File: config.mk
export PLATFORM = sky130hd
export DESIGN_NAME = motor_feedback_angle_unwrap
export DESIGN_NICKNAME = d
export VERILOG_FILES = /design/src/rtl/core/mfau_pkg.sv /design/src/rtl/core/mfau_datapath.sv /design/src/rtl/core/motor_feedback_angle_unwrap.sv
export SDC_FILE = /design/constraint.sdc
export NUM_CORES = 1
export LEC_CHECK = 0
export ABC_AREA = 1
export BUFFER_PORTS_ARGS = -buffer_cell sky130_fd_sc_hd__buf_2
export CAP_MARGIN = 30
export CORE_MARGIN = 2
export CORE_UTILIZATION = 64
export DETAILED_ROUTE_END_ITERATION = 10
export GPL_TIMING_DRIVEN = 0
export PLACE_DENSITY_LB_ADDON = 0.3
export SYNTH_ARGS = -nofsm -noshare
export SYNTH_HDL_FRONTEND = slang
export SYNTH_HIERARCHICAL = 1
export SYNTH_SLANG_ARGS = --single-unit
export TNS_END_PERCENT = 50
File: constraint.sdc
create_clock -name clk -period 13.2 [get_ports clk]
set_clock_uncertainty 0.1 [all_clocks]
set_input_delay 1.98 -clock clk [delete_from_list [all_inputs] [get_ports clk]]
set_output_delay 1.98 -clock clk [all_outputs]
set_load 0.01 [all_outputs]
File: src/rtl/core/mfau_pkg.sv
// shared types and constants for the motor feedback angle unwrap block
// no dependencies
package mfau_pkg;

  localparam int CountW    = 13;
  localparam int SpeedW    = 16;
  localparam int CurrentW  = 16;
  localparam int TempW     = 8;
  localparam int ScaleW    = 24;
  localparam int AngleW    = 25;
  localparam int SpeedOutW = 17;
  localparam int AmpsW     = 17;
  localparam int InDataW   = 56;
  localparam int OutDataW  = 72;
  localparam int OutPadW   = OutDataW - (AngleW + SpeedOutW + AmpsW + TempW);
  localparam int CfgIdxW   = 2;
  localparam int CfgDataW  = 25;

  // register indexes
  localparam logic [CfgIdxW-1:0] CFG_DEGREE_SCALE     = 2'd0;
  localparam logic [CfgIdxW-1:0] CFG_INVERT_DIRECTION = 2'd1;
  localparam logic [CfgIdxW-1:0] CFG_INITIAL_ANGLE    = 2'd2;

  // register reset values
  localparam logic [ScaleW-1:0]        DEGREE_SCALE_RST  = 24'd737370;
  localparam logic                     INVERT_RST        = 1'b0;
  localparam logic signed [AngleW-1:0] INITIAL_ANGLE_RST = 25'sd0;

  // encoder turn handling
  localparam logic signed [13:0] COUNTS_PER_TURN = 14'sd8191;
  localparam logic signed [13:0] HALF_TURN       = 14'sd4096;
  localparam logic signed [13:0] NEG_HALF_TURN   = -14'sd4096;

  // degree limits in q16
  localparam logic signed [30:0] DEG180_Q16     = 31'sd11796480;
  localparam logic signed [30:0] NEG_DEG180_Q16 = -31'sd11796480;
  localparam logic signed [30:0] DEG360_Q16     = 31'sd23592960;

  typedef struct packed {
    logic [ScaleW-1:0]        degree_scale;
    logic                     invert_direction;
    logic signed [AngleW-1:0] initial_angle;
  } cfg_t;

  typedef struct packed {
    logic [CountW-1:0]          encoder_count;
    logic signed [SpeedW-1:0]   speed_raw;
    logic signed [CurrentW-1:0] current_raw;
    logic [TempW-1:0]           temperature_raw;
  } frame_t;

  typedef struct packed {
    logic [CountW-1:0]        previous_count;
    logic                     first_frame_pending;
    logic signed [AngleW-1:0] angle_accumulator;
  } track_t;

  typedef struct packed {
    logic signed [AngleW-1:0]    angle_deg_q16;
    logic signed [SpeedOutW-1:0] speed_out;
    logic signed [AmpsW-1:0]     current_amps_q10;
    logic [TempW-1:0]            temperature_out;
  } result_t;

endpackage

File: src/rtl/core/mfau_datapath.sv
// per-frame arithmetic: count unwrap, scaling, accumulate and wrap, speed and current
// depends on mfau_pkg
module mfau_datapath (
  input  mfau_pkg::cfg_t    cfg,
  input  mfau_pkg::track_t  trk,
  input  mfau_pkg::frame_t  frm,
  output mfau_pkg::result_t res
);
  import mfau_pkg::*;

  logic signed [13:0]          d_raw;
  logic signed [13:0]          d_fold;
  logic signed [12:0]          d_adj;
  logic signed [37:0]          prod;
  logic signed [29:0]          step;
  logic signed [29:0]          step_dir;
  logic signed [29:0]          step_eff;
  logic signed [AngleW-1:0]    base;
  logic signed [30:0]          sum;
  logic signed [30:0]          sum_hi;
  logic signed [30:0]          sum_wrap;
  logic signed [SpeedOutW-1:0] speed_ext;
  logic signed [18:0]          cur5;
  logic signed [AmpsW-1:0]     amps;

  always_comb begin
    d_raw = $signed({1'b0, frm.encoder_count}) - $signed({1'b0, trk.previous_count});
    if (d_raw >= HALF_TURN) begin
      d_fold = d_raw - COUNTS_PER_TURN;
    end else if (d_raw <= NEG_HALF_TURN) begin
      d_fold = d_raw + COUNTS_PER_TURN;
    end else begin
      d_fold = d_raw;
    end
    d_adj = d_fold[12:0];

    // q24 product, arithmetic shift gives floor into q16
    prod     = $signed(d_adj) * $signed({1'b0, cfg.degree_scale});
    step     = prod[37:8];
    step_dir = cfg.invert_direction ? -step : step;
    step_eff = trk.first_frame_pending ? 30'sd0 : step_dir;
    base     = trk.first_frame_pending ? cfg.initial_angle : trk.angle_accumulator;

    sum = 31'(base) + 31'(step_eff);
    if (sum > DEG180_Q16) begin
      sum_hi = sum - DEG360_Q16;
    end else begin
      sum_hi = sum;
    end
    if (sum_hi < NEG_DEG180_Q16) begin
      sum_wrap = sum_hi + DEG360_Q16;
    end else begin
      sum_wrap = sum_hi;
    end

    speed_ext = 17'(frm.speed_raw);
    cur5      = 19'(frm.current_raw) * 19'sd5;
    amps      = cur5[18:2];

    res.angle_deg_q16    = sum_wrap[AngleW-1:0];
    res.speed_out        = cfg.invert_direction ? -speed_ext : speed_ext;
    res.current_amps_q10 = cfg.invert_direction ? -amps : amps;
    res.temperature_out  = frm.temperature_raw;
  end

endmodule

File: src/rtl/core/motor_feedback_angle_unwrap.sv
// top level of the motor feedback angle unwrap block
// depends on mfau_pkg and mfau_datapath
// an accepted input word passes the stage register, then the output register, to out_tvalid
// throughput: one word per cycle while out_tready stays high, the accumulator loop closes through one
// 13x25 multiply and one add and wrap compare between stage and output registers
// reset (rst_n low, synchronous): both stages empty, registers back to their
// reset values, the first frame after reset loads the accumulator from initial_angle
module motor_feedback_angle_unwrap (
  input  logic                             clk,
  input  logic                             rst_n,
  // frame input
  input  logic                             in_tvalid,
  output logic                             in_tready,
  // encoder_count[12:0], speed_raw[28:13], current_raw[44:29], temperature_raw[52:45]
  input  logic [mfau_pkg::InDataW-1:0]     in_tdata,
  // result output
  output logic                             out_tvalid,
  input  logic                             out_tready,
  // angle_deg_q16[24:0], speed_out[41:25], current_amps_q10[58:42], temperature_out[66:59]
  output logic [mfau_pkg::OutDataW-1:0]    out_tdata,
  // register write channel
  input  logic                             cfg_valid,
  output logic                             cfg_ready,
  input  logic [mfau_pkg::CfgIdxW-1:0]     cfg_index,
  input  logic [mfau_pkg::CfgDataW-1:0]    cfg_data
);
  import mfau_pkg::*;

  // configuration registers
  cfg_t    cfg_r;

  // input stage
  logic    stg_valid_r, stg_valid_nxt;
  frame_t  stg_frame_r;

  // output stage
  logic    out_valid_r, out_valid_nxt;
  result_t out_res_r;

  // unwrap tracking state
  track_t  trk_r, trk_nxt;

  result_t calc_res;
  logic    advance;
  logic    in_fire;

  // stage moves on whenever the output register is empty or being drained,
  // so a new word is taken even while a finished result waits
  assign advance   = stg_valid_r && (!out_valid_r || out_tready);
  assign in_tready = !stg_valid_r || advance;
  assign in_fire   = in_tvalid && in_tready;
  assign cfg_ready = 1'b1;

  mfau_datapath u_datapath (
    .cfg (cfg_r),
    .trk (trk_r),
    .frm (stg_frame_r),
    .res (calc_res)
  );

  always_comb begin
    stg_valid_nxt = stg_valid_r;
    if (in_tready) begin
      stg_valid_nxt = in_tvalid;
    end

    out_valid_nxt = out_valid_r;
    if (advance) begin
      out_valid_nxt = 1'b1;
    end else if (out_tready) begin
      out_valid_nxt = 1'b0;
    end

    // state only moves when the word leaves the stage
    trk_nxt = trk_r;
    if (advance) begin
      trk_nxt.previous_count      = stg_frame_r.encoder_count;
      trk_nxt.first_frame_pending = 1'b0;
      trk_nxt.angle_accumulator   = calc_res.angle_deg_q16;
    end
  end

  always_ff @(posedge clk) begin
    if (!rst_n) begin
      stg_valid_r                 <= 1'b0;
      out_valid_r                 <= 1'b0;
      trk_r.previous_count        <= '0;
      trk_r.first_frame_pending   <= 1'b1;
      trk_r.angle_accumulator     <= '0;
    end else begin
      stg_valid_r <= stg_valid_nxt;
      out_valid_r <= out_valid_nxt;
      trk_r       <= trk_nxt;
    end
  end

  // payload registers, no reset needed
  always_ff @(posedge clk) begin
    if (in_fire) begin
      stg_frame_r.encoder_count   <= in_tdata[12:0];
      stg_frame_r.speed_raw       <= in_tdata[28:13];
      stg_frame_r.current_raw     <= in_tdata[44:29];
      stg_frame_r.temperature_raw <= in_tdata[52:45];
    end
    if (advance) begin
      out_res_r <= calc_res;
    end
  end

  // register writes, unknown indexes are dropped
  always_ff @(posedge clk) begin
    if (!rst_n) begin
      cfg_r.degree_scale     <= DEGREE_SCALE_RST;
      cfg_r.invert_direction <= INVERT_RST;
      cfg_r.initial_angle    <= INITIAL_ANGLE_RST;
    end else if (cfg_valid && cfg_ready) begin
      case (cfg_index)
        CFG_DEGREE_SCALE:     cfg_r.degree_scale     <= cfg_data[ScaleW-1:0];
        CFG_INVERT_DIRECTION: cfg_r.invert_direction <= cfg_data[0];
        CFG_INITIAL_ANGLE:    cfg_r.initial_angle    <= cfg_data[AngleW-1:0];
        default: ;
      endcase
    end
  end

  assign out_tvalid = out_valid_r;
  assign out_tdata  = {{OutPadW{1'b0}},
                       out_res_r.temperature_out,
                       out_res_r.current_amps_q10,
                       out_res_r.speed_out,
                       out_res_r.angle_deg_q16};

endmodule

==> impl_metrics.toml <==
[outcome]
outcome = "complete, no violations"

[sta]
period_needed_ns = 12.86
worst_pin_slew_ns = 0.795
finalHoldViolCount = 0
max_freq_mhz = 77.8
relSlewSlack = 0.470
final.period_utilization = 0.974
fin_ws_ns = 0.340
setup_viol = 0
slew_violations = 0

[die]
dieArea_um2 = 40700
initial_utilization = 0.648
core_area_um2 = 38600
rows = 72
die_x_um = 202
die_y_um = 202
top_level_ports = 163

[synth]
synth_area_leaders = "fa_1, edfxtp_1, nand2_1"
yosysWarnings = 6
synthArstFlopShare = 0
ys.flop_type = "edfxtp_1"
synth_top_area_share = 0.195
ys_seq_elements = 211
synthCells = 3364
synth-edff-count = 120
syn-cell-area_um2 = 25000
yosysSeqAreaShare = 0.217
synth_area_per_cell_um2 = 7.43
yosysTopAreaCell = "fa_1"
yosysMostFrequentCell = "nand2_1"
synthTopCellsByCount = "nand2_1, inv_1, nor2_1, fa_1, ha_1"
ys_types = 62

[drt]
wl_per_cell_um = 18.0
routed_wl_mm = 74.4
dr.pass1.iters = 6
first_iter_violations = 2154
vias = 23200
ant_nets = 0
via_per_inst = 5.63
drc = 0

[global_route]
globalRoute.totalOverflow = 0
grt.total_usage = 0.361
antenna_found_initial = 1
grt_first_pass_wirelength_mm = 117
grt_pass1_vias = 22900
grt_max_degree = 41

[clocking]
cts_root_buffer = "clkbuf_16"
cts_sinks = 211
cts_buffer_depth = 3
cts_tree = "built"
cts_buffers = 22
clk_pin_slew_worst_paths_ns = 0.07
clock_latency_ns = 0.54
ctsHtreeMaxLevel = 1

[placed_design]
port_buffers = 151
placed_area_um2 = 26500
pre_cts_ws_ns = -1.31
gp_congestion = 1.01
hpwl_mm = 58.8

[setup_path]
startpoint_type = "flop"
cp_max_fo = 10
worst_path_largest_cell_delay_ns = 0.60
required_ns = 13.53
critical_path_arrival_ns = 13.19
end_kind = "flop"
cp_common_cell = "nand2_1"
critical_path_class = "reg2reg"
cpMaxStageDelayCell = "fa_2"

[finish]
post-route-util = 0.740
drive_gt1_frac = 0.145
fin_nets = 4125
finalInstanceArea_um2 = 28500
area_growth_pct = 14.2

[job]
drv_cap = 0

[worst_hold_path]
hp-class = "reg2reg"
cells by family after synthesis:
| group | after synthesis | synth area share |
|---|---|---|
| other | 2 | 0.000300 |
| adder cells (fa/ha/maj) | 440 | 0.294 |
| AO/OA/AOI/OAI | 329 | 0.0721 |
| flip-flops | 211 | 0.217 |
| XOR/XNOR | 103 | 0.0386 |
| AND/OR/NAND/NOR | 1553 | 0.262 |
| buffers and inverters | 726 | 0.117 |
metal layers:
| metal | track usage | wire (µm) | up-vias |
|---|---|---|---|
| li1 | - | - | 10900 |
| met3 | 0.0661 | 6390 | 263 |
| met5 | 0 | 0 | - |
| met2 | 0.610 | 35400 | 1193 |
| met1 | 0.449 | 28900 | 10900 |
| met4 | 0.166 | 3720 | 0 |
flip-flops by register name (all words and copies together) (netlist names):
signal and flops:
cfg_r 50, out_tdata 67, out_tvalid 1, stg_frame_r 53, stg_valid_r 1, trk_r 39
cells in the final DEF (no fill, tap or decap), types with 10 or more instances in the layout:
cell / synthesis / final
nand2_1: 809 / 785
inv_1: 600 / 592
nor2_1: 408 / 395
fa_1: 244 / 235
nand3_1: 187 / 181
ha_1: 196 / 179
buf_2: 21 / 172
a21oi_1: 191 / 169
edfxtp_1: 120 / 120
dfxtp_1: 91 / 91
buf_4: 21 / 73
o21ai_0: 76 / 64
xor2_1: 61 / 52
nand2_2: 26 / 42
nor3_1: 41 / 35
xnor2_1: 35 / 31
clkbuf_1: 39 / 22
clkbuf_16: 0 / 22
buf_1: 21 / 21
nand4_1: 20 / 20
a21oi_2: 1 / 18
nor2_2: 10 / 17
o21ai_1: 6 / 15
buf_6: 11 / 14
nand2_4: 6 / 14
nand3_2: 11 / 12
ha_2: 0 / 12
inv_2: 6 / 11
xor2_4: 1 / 10
a31oi_1: 10 / 10
a21o_1: 10 / 10
final timing paths:
path,startpoint,endpoint,slack (ns),cells after the start
max reg2reg,stg_frame_r[40]$_DFFE_PP_,trk_r[22]$_SDFFE_PN0P_,0.34,66
min,cfg_r[45]$_SDFFE_PN1P_,cfg_r[45]$_SDFFE_PN1P_,0.36,2
max,stg_frame_r[40]$_DFFE_PP_,trk_r[22]$_SDFFE_PN0P_,0.34,66
min reg2reg,cfg_r[45]$_SDFFE_PN1P_,cfg_r[45]$_SDFFE_PN1P_,0.36,2
metrics by stage:
| stage | hold WS, ns | std cells | setup TNS, ns |
|---|---|---|---|
| 3_3_place_gp | 0.348 | 4037 | -14.58 |
| 3_5_place_dp | 0.353 | 4041 | -14.42 |
| 5_1_grt | 0.393 | 4131 | -2.49 |
| 4_1_cts | 0.369 | 4094 | 0 |
| 6_report | 0.364 | 4131 | 0 |
| 2_1_floorplan | 0.327 | 3368 | 0 |
layout make-up:
type | instances | area [µm²]
diodes | 1 | 2.50
plain buffers | 112 | 677
clock buffers | 24 | 568
clock inverters | 15 | 218
fillers | 3119 | 10000
inverters | 613 | 2320
multi-input cells | 2431 | 17400
flip-flops and latches | 211 | 5430
well taps | 518 | 648
repair buffers | 205 | 1210
repair inverters | 1 | 7.51
critical path: cells and delay by family (launching register included):
kind | cells | cell delay [ns]
compound gates | 11 | 2.04
xor+xnor | 3 | 0.56
fa+ha+maj | 12 | 4.86
buf+inv | 10 | 1.10
flops | 1 | 0.43
simple gates | 30 | 3.63
timing repair:
item / 4_1_cts / 5_1_grt
resized for setup: 47 / 195
buffers inserted: 14 / 36
gates cloned: 0 / 1
hold buffers: 0 / 0
endpoints found under the setup margin: 12 / 12
hold endpoints to repair: 0 / 0
pin swaps: 20 / 60
Power is not shown: default switching activity piles up to over one toggle a cycle in this logic, so the estimate is an artifact.
